File: config.mk
export PLATFORM = sky130hd
export DESIGN_NAME = voxel_surface_normal_quantizer
export DESIGN_NICKNAME = d
export VERILOG_FILES = /design/src/design/vsnq_pkg.sv /design/src/design/vsnq_argmax.sv /design/src/design/voxel_surface_normal_quantizer.sv
export SDC_FILE = /design/constraint.sdc
export NUM_CORES = 1
export LEC_CHECK = 0
export BUFFER_PORTS_ARGS = -buffer_cell sky130_fd_sc_hd__buf_2
export CAP_MARGIN = 20
export CORE_MARGIN = 5
export CORE_UTILIZATION = 40
export DETAILED_ROUTE_END_ITERATION = 12
export GPL_TIMING_DRIVEN = 0
export SYNTH_ARGS = -nofsm -noshare
export SYNTH_HDL_FRONTEND = slang
export SYNTH_SLANG_ARGS = --single-unit
File: constraint.sdc
create_clock -name clock -period 13 [get_ports clock]
set_input_delay 1.3 -clock clock [delete_from_list [all_inputs] [get_ports clock]]
set_output_delay 1.3 -clock clock [all_outputs]
set_load 0.02 [all_outputs]
File: src/design/vsnq_pkg.sv
// Shared types, codes and arithmetic helpers for the voxel surface normal quantizer.
`timescale 1ns / 1ps
`default_nettype none

package vsnq_pkg;

   typedef logic [25:0]        mask_type;
   typedef logic [3:0]         code_type;
   typedef logic [4:0]         count_type;
   typedef logic [3:0]         pcount_type;
   typedef logic signed [4:0]  axis_type;
   typedef logic signed [5:0]  pair_type;
   typedef logic signed [7:0]  score_type;
   typedef score_type [7:0]    score_vec_type;

   typedef struct packed {
      score_type score;
      code_type  idx;
   } pick_type;

   localparam count_type FULL_COUNT    = 5'd26;
   localparam code_type  DIR_NONE      = 4'd0;
   localparam code_type  DIR_CARD_BASE = 4'd8;
   localparam code_type  DIR_LAST      = 4'd14;

   function automatic pcount_type popcount9(input logic [8:0] v);
      pcount_type n;
      n = '0;
      for (int i = 0; i < 9; i++) begin
         n = n + {3'b000, v[i]};
      end
      return n;
   endfunction

   // Neighbors on the negative side push the sum positive.
   function automatic axis_type axis_sum(input logic [8:0] neg, input logic [8:0] pos);
      axis_type a;
      axis_type b;
      a = $signed({1'b0, popcount9(neg)});
      b = $signed({1'b0, popcount9(pos)});
      return a - b;
   endfunction

   function automatic pair_type pair_add(input axis_type a, input axis_type b);
      return $signed({a[4], a}) + $signed({b[4], b});
   endfunction

   function automatic pair_type pair_sub(input axis_type a, input axis_type b);
      return $signed({a[4], a}) - $signed({b[4], b});
   endfunction

   // 0.7 scaled by ten
   function automatic score_type scale7(input pair_type a);
      score_type e;
      e = $signed({{2{a[5]}}, a});
      return (e <<< 3) - e;
   endfunction

   function automatic score_type scale10(input axis_type a);
      score_type e;
      e = $signed({{3{a[4]}}, a});
      return (e <<< 3) + (e <<< 1);
   endfunction

endpackage

`default_nettype wire

File: src/design/vsnq_argmax.sv
// First strictly largest positive score among eight candidates.
`timescale 1ns / 1ps
`default_nettype none

module vsnq_argmax (
   input  vsnq_pkg::score_vec_type scores,
   output vsnq_pkg::pick_type      pick
);
   import vsnq_pkg::*;

   score_type best;
   code_type  idx;

   always_comb begin
      best = '0;
      idx  = DIR_NONE;
      for (int i = 0; i < 8; i++) begin
         if ($signed(scores[i]) > $signed(best)) begin
            best = scores[i];
            idx  = code_type'(i + 1);
         end
      end
      pick.score = best;
      pick.idx   = idx;
   end

endmodule

`default_nettype wire

File: src/design/voxel_surface_normal_quantizer.sv
// Top level of the voxel surface normal quantizer.
`timescale 1ns / 1ps
`default_nettype none

// Each transfer on req_ carries the 26-bit occupancy mask of one voxel's
// neighbors; each transfer on rsp_ returns the quantized normal direction
// (0 none, 1-8 up/down diagonals, 9-14 cardinal), the neighbor count and the
// interior flag, one result per request, in order. The block takes one item
// every cycle while rsp_ready stays high: four register stages (axis sums and
// count, scaled dot products, per-group best pick, final pick into the output
// register) each advance whenever the stage after them is empty or moving.
// The request transfer loads the first stage and the item moves on through
// the later stages to the output register, which drives rsp_valid; a stalled
// rsp_ side holds items in place without loss. csr_write_data bit 0 sets
// diagonal_enable (reset 1); write it only while no item is in flight.
module voxel_surface_normal_quantizer (
   input  logic               clock,
   input  logic               reset,
   input  logic               req_valid,
   output logic               req_ready,
   input  vsnq_pkg::mask_type req_neighbor_mask,
   output logic               rsp_valid,
   input  logic               rsp_ready,
   output vsnq_pkg::code_type  rsp_direction_code,
   output vsnq_pkg::count_type rsp_neighbor_count,
   output logic               rsp_interior,
   input  logic               csr_write_enable,
   input  logic               csr_write_data
);
   import vsnq_pkg::*;

   // configuration
   logic diag_en_ff;

   // stage valids
   logic v1_ff, v2_ff, v3_ff, v4_ff;
   logic en2, en3, en4;

   // stage 1: axis sums and count
   axis_type  s1_sx_in, s1_sy_in, s1_sz_in;
   axis_type  s1_sx_ff, s1_sy_ff, s1_sz_ff;
   count_type s1_count_in, s1_count_ff;

   // stage 2: scaled dot products
   score_vec_type s2_diag_in, s2_card_in;
   score_vec_type s2_diag_ff, s2_card_ff;
   count_type     s2_count_ff;

   // stage 3: best per group
   pick_type  s3_diag_in, s3_card_in;
   pick_type  s3_diag_ff, s3_card_ff;
   count_type s3_count_ff;

   // stage 4: output register
   code_type  s4_code_in, s4_code_ff;
   count_type s4_count_ff;
   score_type diag_best;
   code_type  diag_idx;

   // Advance a stage when the stage after it is empty or draining.
   assign en4       = !v4_ff || rsp_ready;
   assign en3       = !v3_ff || en4;
   assign en2       = !v2_ff || en3;
   assign req_ready = !v1_ff || en2;

   always_ff @(posedge clock) begin
      if (reset) begin
         diag_en_ff <= 1'b1;
         v1_ff      <= 1'b0;
         v2_ff      <= 1'b0;
         v3_ff      <= 1'b0;
         v4_ff      <= 1'b0;
      end else begin
         if (csr_write_enable) begin
            diag_en_ff <= csr_write_data;
         end
         if (req_ready) begin
            v1_ff <= req_valid;
         end
         if (en2) begin
            v2_ff <= v1_ff;
         end
         if (en3) begin
            v3_ff <= v2_ff;
         end
         if (en4) begin
            v4_ff <= v3_ff;
         end
      end
   end

   // Stage 1: split the mask by axis side. Bits 0-8 are dx=-1, 9-16 dx=0,
   // 17-25 dx=+1; within each group dy runs outer and dz inner.
   always_comb begin
      s1_sx_in = axis_sum(req_neighbor_mask[8:0], req_neighbor_mask[25:17]);
      s1_sy_in = axis_sum(
         {req_neighbor_mask[0],  req_neighbor_mask[1],  req_neighbor_mask[2],
          req_neighbor_mask[9],  req_neighbor_mask[10], req_neighbor_mask[11],
          req_neighbor_mask[17], req_neighbor_mask[18], req_neighbor_mask[19]},
         {req_neighbor_mask[6],  req_neighbor_mask[7],  req_neighbor_mask[8],
          req_neighbor_mask[14], req_neighbor_mask[15], req_neighbor_mask[16],
          req_neighbor_mask[23], req_neighbor_mask[24], req_neighbor_mask[25]});
      s1_sz_in = axis_sum(
         {req_neighbor_mask[0],  req_neighbor_mask[3],  req_neighbor_mask[6],
          req_neighbor_mask[9],  req_neighbor_mask[12], req_neighbor_mask[14],
          req_neighbor_mask[17], req_neighbor_mask[20], req_neighbor_mask[23]},
         {req_neighbor_mask[2],  req_neighbor_mask[5],  req_neighbor_mask[8],
          req_neighbor_mask[11], req_neighbor_mask[13], req_neighbor_mask[16],
          req_neighbor_mask[19], req_neighbor_mask[22], req_neighbor_mask[25]});
      s1_count_in = count_type'(popcount9(req_neighbor_mask[8:0]))
                  + count_type'(popcount9({1'b0, req_neighbor_mask[16:9]}))
                  + count_type'(popcount9(req_neighbor_mask[25:17]));
   end

   // Stage 2: dot products scaled by ten, diagonals in test order.
   always_comb begin
      s2_diag_in[0] = scale7(pair_add(s1_sx_ff, s1_sz_ff));
      s2_diag_in[1] = scale7(pair_sub(s1_sz_ff, s1_sx_ff));
      s2_diag_in[2] = scale7(pair_add(s1_sy_ff, s1_sz_ff));
      s2_diag_in[3] = scale7(pair_sub(s1_sz_ff, s1_sy_ff));
      s2_diag_in[4] = scale7(pair_sub(s1_sx_ff, s1_sz_ff));
      s2_diag_in[5] = -scale7(pair_add(s1_sx_ff, s1_sz_ff));
      s2_diag_in[6] = scale7(pair_sub(s1_sy_ff, s1_sz_ff));
      s2_diag_in[7] = -scale7(pair_add(s1_sy_ff, s1_sz_ff));
      s2_card_in[0] = scale10(s1_sy_ff);
      s2_card_in[1] = -scale10(s1_sy_ff);
      s2_card_in[2] = scale10(s1_sx_ff);
      s2_card_in[3] = -scale10(s1_sx_ff);
      s2_card_in[4] = scale10(s1_sz_ff);
      s2_card_in[5] = -scale10(s1_sz_ff);
      // Zero never wins a strict compare, so the spare slots drop out.
      s2_card_in[6] = '0;
      s2_card_in[7] = '0;
   end

   // Stage 3: pick within each group.
   vsnq_argmax u_diag_pick (
      .scores (s2_diag_ff),
      .pick   (s3_diag_in)
   );

   vsnq_argmax u_card_pick (
      .scores (s2_card_ff),
      .pick   (s3_card_in)
   );

   // Stage 4: diagonals come first in test order, so a cardinal wins only
   // when strictly greater.
   always_comb begin
      diag_best = diag_en_ff ? s3_diag_ff.score : '0;
      diag_idx  = diag_en_ff ? s3_diag_ff.idx : DIR_NONE;
      if ($signed(s3_card_ff.score) > $signed(diag_best)) begin
         s4_code_in = s3_card_ff.idx + DIR_CARD_BASE;
      end else begin
         s4_code_in = diag_idx;
      end
   end

   // Payload registers: load with their stage.
   always_ff @(posedge clock) begin
      if (req_ready) begin
         s1_sx_ff    <= s1_sx_in;
         s1_sy_ff    <= s1_sy_in;
         s1_sz_ff    <= s1_sz_in;
         s1_count_ff <= s1_count_in;
      end
      if (en2) begin
         s2_diag_ff  <= s2_diag_in;
         s2_card_ff  <= s2_card_in;
         s2_count_ff <= s1_count_ff;
      end
      if (en3) begin
         s3_diag_ff  <= s3_diag_in;
         s3_card_ff  <= s3_card_in;
         s3_count_ff <= s2_count_ff;
      end
      if (en4) begin
         s4_code_ff  <= s4_code_in;
         s4_count_ff <= s3_count_ff;
      end
   end

   assign rsp_valid          = v4_ff;
   assign rsp_direction_code = s4_code_ff;
   assign rsp_neighbor_count = s4_count_ff;
   assign rsp_interior       = (s4_count_ff == FULL_COUNT);

   // A fully surrounded voxel cancels out in every axis.
   a_interior_none: assert property (@(posedge clock) disable iff (reset)
      rsp_valid && rsp_interior |-> rsp_direction_code == DIR_NONE)
      else $error("interior voxel produced a direction");

   a_empty_none: assert property (@(posedge clock) disable iff (reset)
      rsp_valid && rsp_neighbor_count == 5'd0 |-> rsp_direction_code == DIR_NONE)
      else $error("voxel without neighbors produced a direction");

   a_code_range: assert property (@(posedge clock) disable iff (reset)
      rsp_valid |-> rsp_direction_code <= DIR_LAST && rsp_neighbor_count <= FULL_COUNT)
      else $error("result out of range");

   a_no_diag: assert property (@(posedge clock) disable iff (reset)
      rsp_valid && !diag_en_ff |->
         rsp_direction_code == DIR_NONE || rsp_direction_code > DIR_CARD_BASE)
      else $error("diagonal chosen while diagonals disabled");

   a_stall_hold: assert property (@(posedge clock) disable iff (reset)
      v3_ff && v4_ff && !rsp_ready |=> v3_ff && $stable(s3_count_ff))
      else $error("stage 3 item lost under stall");

endmodule

`default_nettype wire
==> results.json <==
{
  "n_fill_cell": 3097,
  "skew_ns": 0.0180,
  "drv_slew": 0,
  "crit_buf_inv": 6,
  "avgSynthCellArea_sq_um": 10.3,
  "drive_gt1_share_pct": 16.5,
  "ys_seq_area_share_pct": 35.6,
  "min_period_over_period_pct": 96.2,
  "port_buffers": 43,
  "cts_max_level": 4,
  "antenna_found_initial": 0,
  "cap_violations": 0,
  "cts-hold-fix-buffers": 0,
  "cts.sinks": 164,
  "initial_core_util_pct": 40.6,
  "die_area_sq_um": 38000,
  "dpl.hpwl_mm": 24.3,
  "setup-violations-final": 0,
  "coreArea_sq_um": 33700,
  "cp-end-kind": "flop",
  "cts_tree": "yes",
  "drc": 0,
  "detail_route.first_pass.iterations": 5,
  "placementRows": 67,
  "crit_top_cell": "ha_1",
  "wl_mm": 30.6,
  "path_delay_family": "compound AO/OA/AOI/OAI gates",
  "whs_ns": 0.424,
  "critical_path_required_ns": 13.17,
  "yosysWarnings": 0,
  "synth_cell_types": 78,
  "root_buffer": "clkbuf_16",
  "ys.flop_type": "edfxtp_1",
  "setup_slack_ns": 0.498,
  "tightest_slew_ns": 1.02,
  "clockBufferDepth": 2,
  "synth_area_leader_cell": "edfxtp_1",
  "routed_via_density": 5.12,
  "min_path_type": "flop to flop",
  "die_h_um": 195,
  "grt_pass1_wl_mm": 49.2,
  "cp.arrival_ns": 12.68,
  "cts_buffers": 17,
  "grt_pass1_vias": 9788,
  "clk_pin_slew_worst_paths_ns": 0.09,
  "timing.fmax_mhz": 80.0,
  "slowest_delay_ns": 0.52,
  "gp_congestion": 0.866,
  "via_count": 9755,
  "ys_ff_latch": 164,
  "overflow": 0,
  "finalCriticalPeriod_ns": 12.50,
  "path_max_fanout": 7,
  "wl_per_cell_um": 16.0,
  "post-place-ws_ns": -1.90,
  "syn_inst": 1333,
  "worstSetupPathType": "flop to flop",
  "final_nets": 1723,
  "finalSetupTns_ns": 0,
  "synth-async-reset-ratio_pct": 0,
  "drtIter0Drc": 460,
  "grt_max_degree": 74,
  "crit_slowest_cell": "or4_1",
  "synth_top_cell_area_share_pct": 34.9,
  "syn_to_final_growth_pct": 18.3,
  "hold_viol": 0,
  "detail-route-antenna-nets": 0,
  "slew_headroom_pct": 31.6,
  "gr-usage-all-layers_pct": 15.9,
  "syn_area_sq_um": 13700,
  "status": "completed",
  "synth_edf_count": 159,
  "clkLatencyLatePin_ns": 0.43,
  "diodes": 0,
  "ioPinCount": 44,
  "cp-start-kind": "flop",
  "die_w_um": 195,
  "synth_top_cells_by_area": "edfxtp_1, ha_1, fa_1"
}
stage by stage:
step / instances / util [%] / cell area [sq um]
final: 1906 / 48.1 / 16200
after floorplan: 1335 / - / 13700
after CTS: 1882 / 45.9 / 15500
after global placement: 1826 / 42.9 / 14500
after detailed placement: 1828 / 43.1 / 14500
after global routing: 1906 / 48.1 / 16200
per-layer routing:
metal  up-vias  track usage [%]  wire (um)
met5         -                0          0
met4         0             5.07        845
li1       4927                -          -
met3        32             2.22        755
met2       147             26.8      14500
met1      4649             21.3      14400
worst paths after layout:
path / start / end / slack, ns / cells after the start
max: s2_diag_ff[7] / s3_diag_ff[4] / 0.50 / 66
min: s2_count_ff[3] / s3_count_ff[3] / 0.42 / 0
max reg2reg: s2_diag_ff[7] / s3_diag_ff[4] / 0.50 / 66
min reg2reg: s2_count_ff[3] / s3_count_ff[3] / 0.42 / 0
repair_timing:
action | in CTS | in global routing
gates cloned | 1 | 2
pin swaps | 12 | 38
resized for setup | 36 | 106
buffers inserted | 21 | 23
endpoints found under the hold margin | 0 | 0
endpoints found under the setup margin | 12 | 12
cells in the mapped netlist (6+ instances only):
| master | count |
|---|---|
| nor2b_1 | 27 |
| clkbuf_1 | 15 |
| o21ai_1 | 9 |
| mux2i_1 | 20 |
| ha_1 | 197 |
| a21oi_1 | 80 |
| nor3_1 | 26 |
| edfxtp_1 | 159 |
| o31ai_1 | 11 |
| o21a_1 | 6 |
| fa_1 | 49 |
| o21bai_1 | 12 |
| and3_1 | 10 |
| nor2_1 | 83 |
| inv_1 | 178 |
| nand3_1 | 23 |
| xnor2_1 | 72 |
| a21o_1 | 39 |
| nand2b_1 | 21 |
| o21ai_0 | 53 |
| mux2_2 | 12 |
| nand2_1 | 75 |
| a31oi_1 | 10 |
| xor2_1 | 35 |
| nand4_1 | 8 |
flip-flops by register name, indices dropped and copies added (netlist names), 4 cells and up:
register / flops
s2_card_ff: 39
s2_diag_ff: 58
s1_sz_ff: 5
s1_sx_ff: 5
s3_diag_ff: 12
rsp_neighbor_count: 5
s1_count_ff: 5
rsp_direction_code: 4
s1_sy_ff: 5
s3_card_ff: 11
s3_count_ff: 5
s2_count_ff: 5
placed cells by master, fill, tap and decap left out, types with 24 or more instances in the layout:
| cell type | n |
|---|---|
| nor2_1 | 76 |
| edfxtp_1 | 159 |
| nor3_1 | 24 |
| o21ai_0 | 44 |
| buf_4 | 41 |
| xor2_1 | 35 |
| a21oi_1 | 69 |
| ha_1 | 187 |
| nor2b_1 | 26 |
| a21o_1 | 39 |
| fa_1 | 49 |
| nand2_1 | 73 |
| inv_1 | 174 |
| xnor2_1 | 72 |
| buf_2 | 43 |
kinds of logic (layout without fill, tap and decap cells):
kind of cell,after synthesis,count (layout),share of synthesized area (%)
other cells,2,4,0.0549
fa+ha+maj,247,247,25.3
mux,34,34,2.61
buf+inv,195,318,5.38
xor+xnor,107,107,6.85
simple gates,310,310,11.1
flops,164,164,35.6
compound gates,274,274,13.1
worst register-to-register path, delay by kind of cell (launching register included):
family	cells	cell delay, ns
muxes	4	1.12
and+or+nand+nor	23	3.61
adders and majority gates	7	2.03
DFF	1	0.48
AOI/OAI and AO/OA	26	4.45
buffers and inverters	6	0.58
layout make-up:
type / instances / area (sq um) / area share (%)
well taps: 448 / 561 / 3.46
inverters: 178 / 671 / 4.14
clock inverters: 15 / 201 / 1.24
repair buffers: 92 / 669 / 4.13
clock buffers: 17 / 425 / 2.63
plain buffers: 16 / 119 / 0.734
multi-input cells: 976 / 8670 / 53.6
flip-flops and latches: 164 / 4870 / 30.1
Power is left out: the tool's default activity adds up to more than one toggle a clock period on the data nets, which glitch-free logic cannot reach.
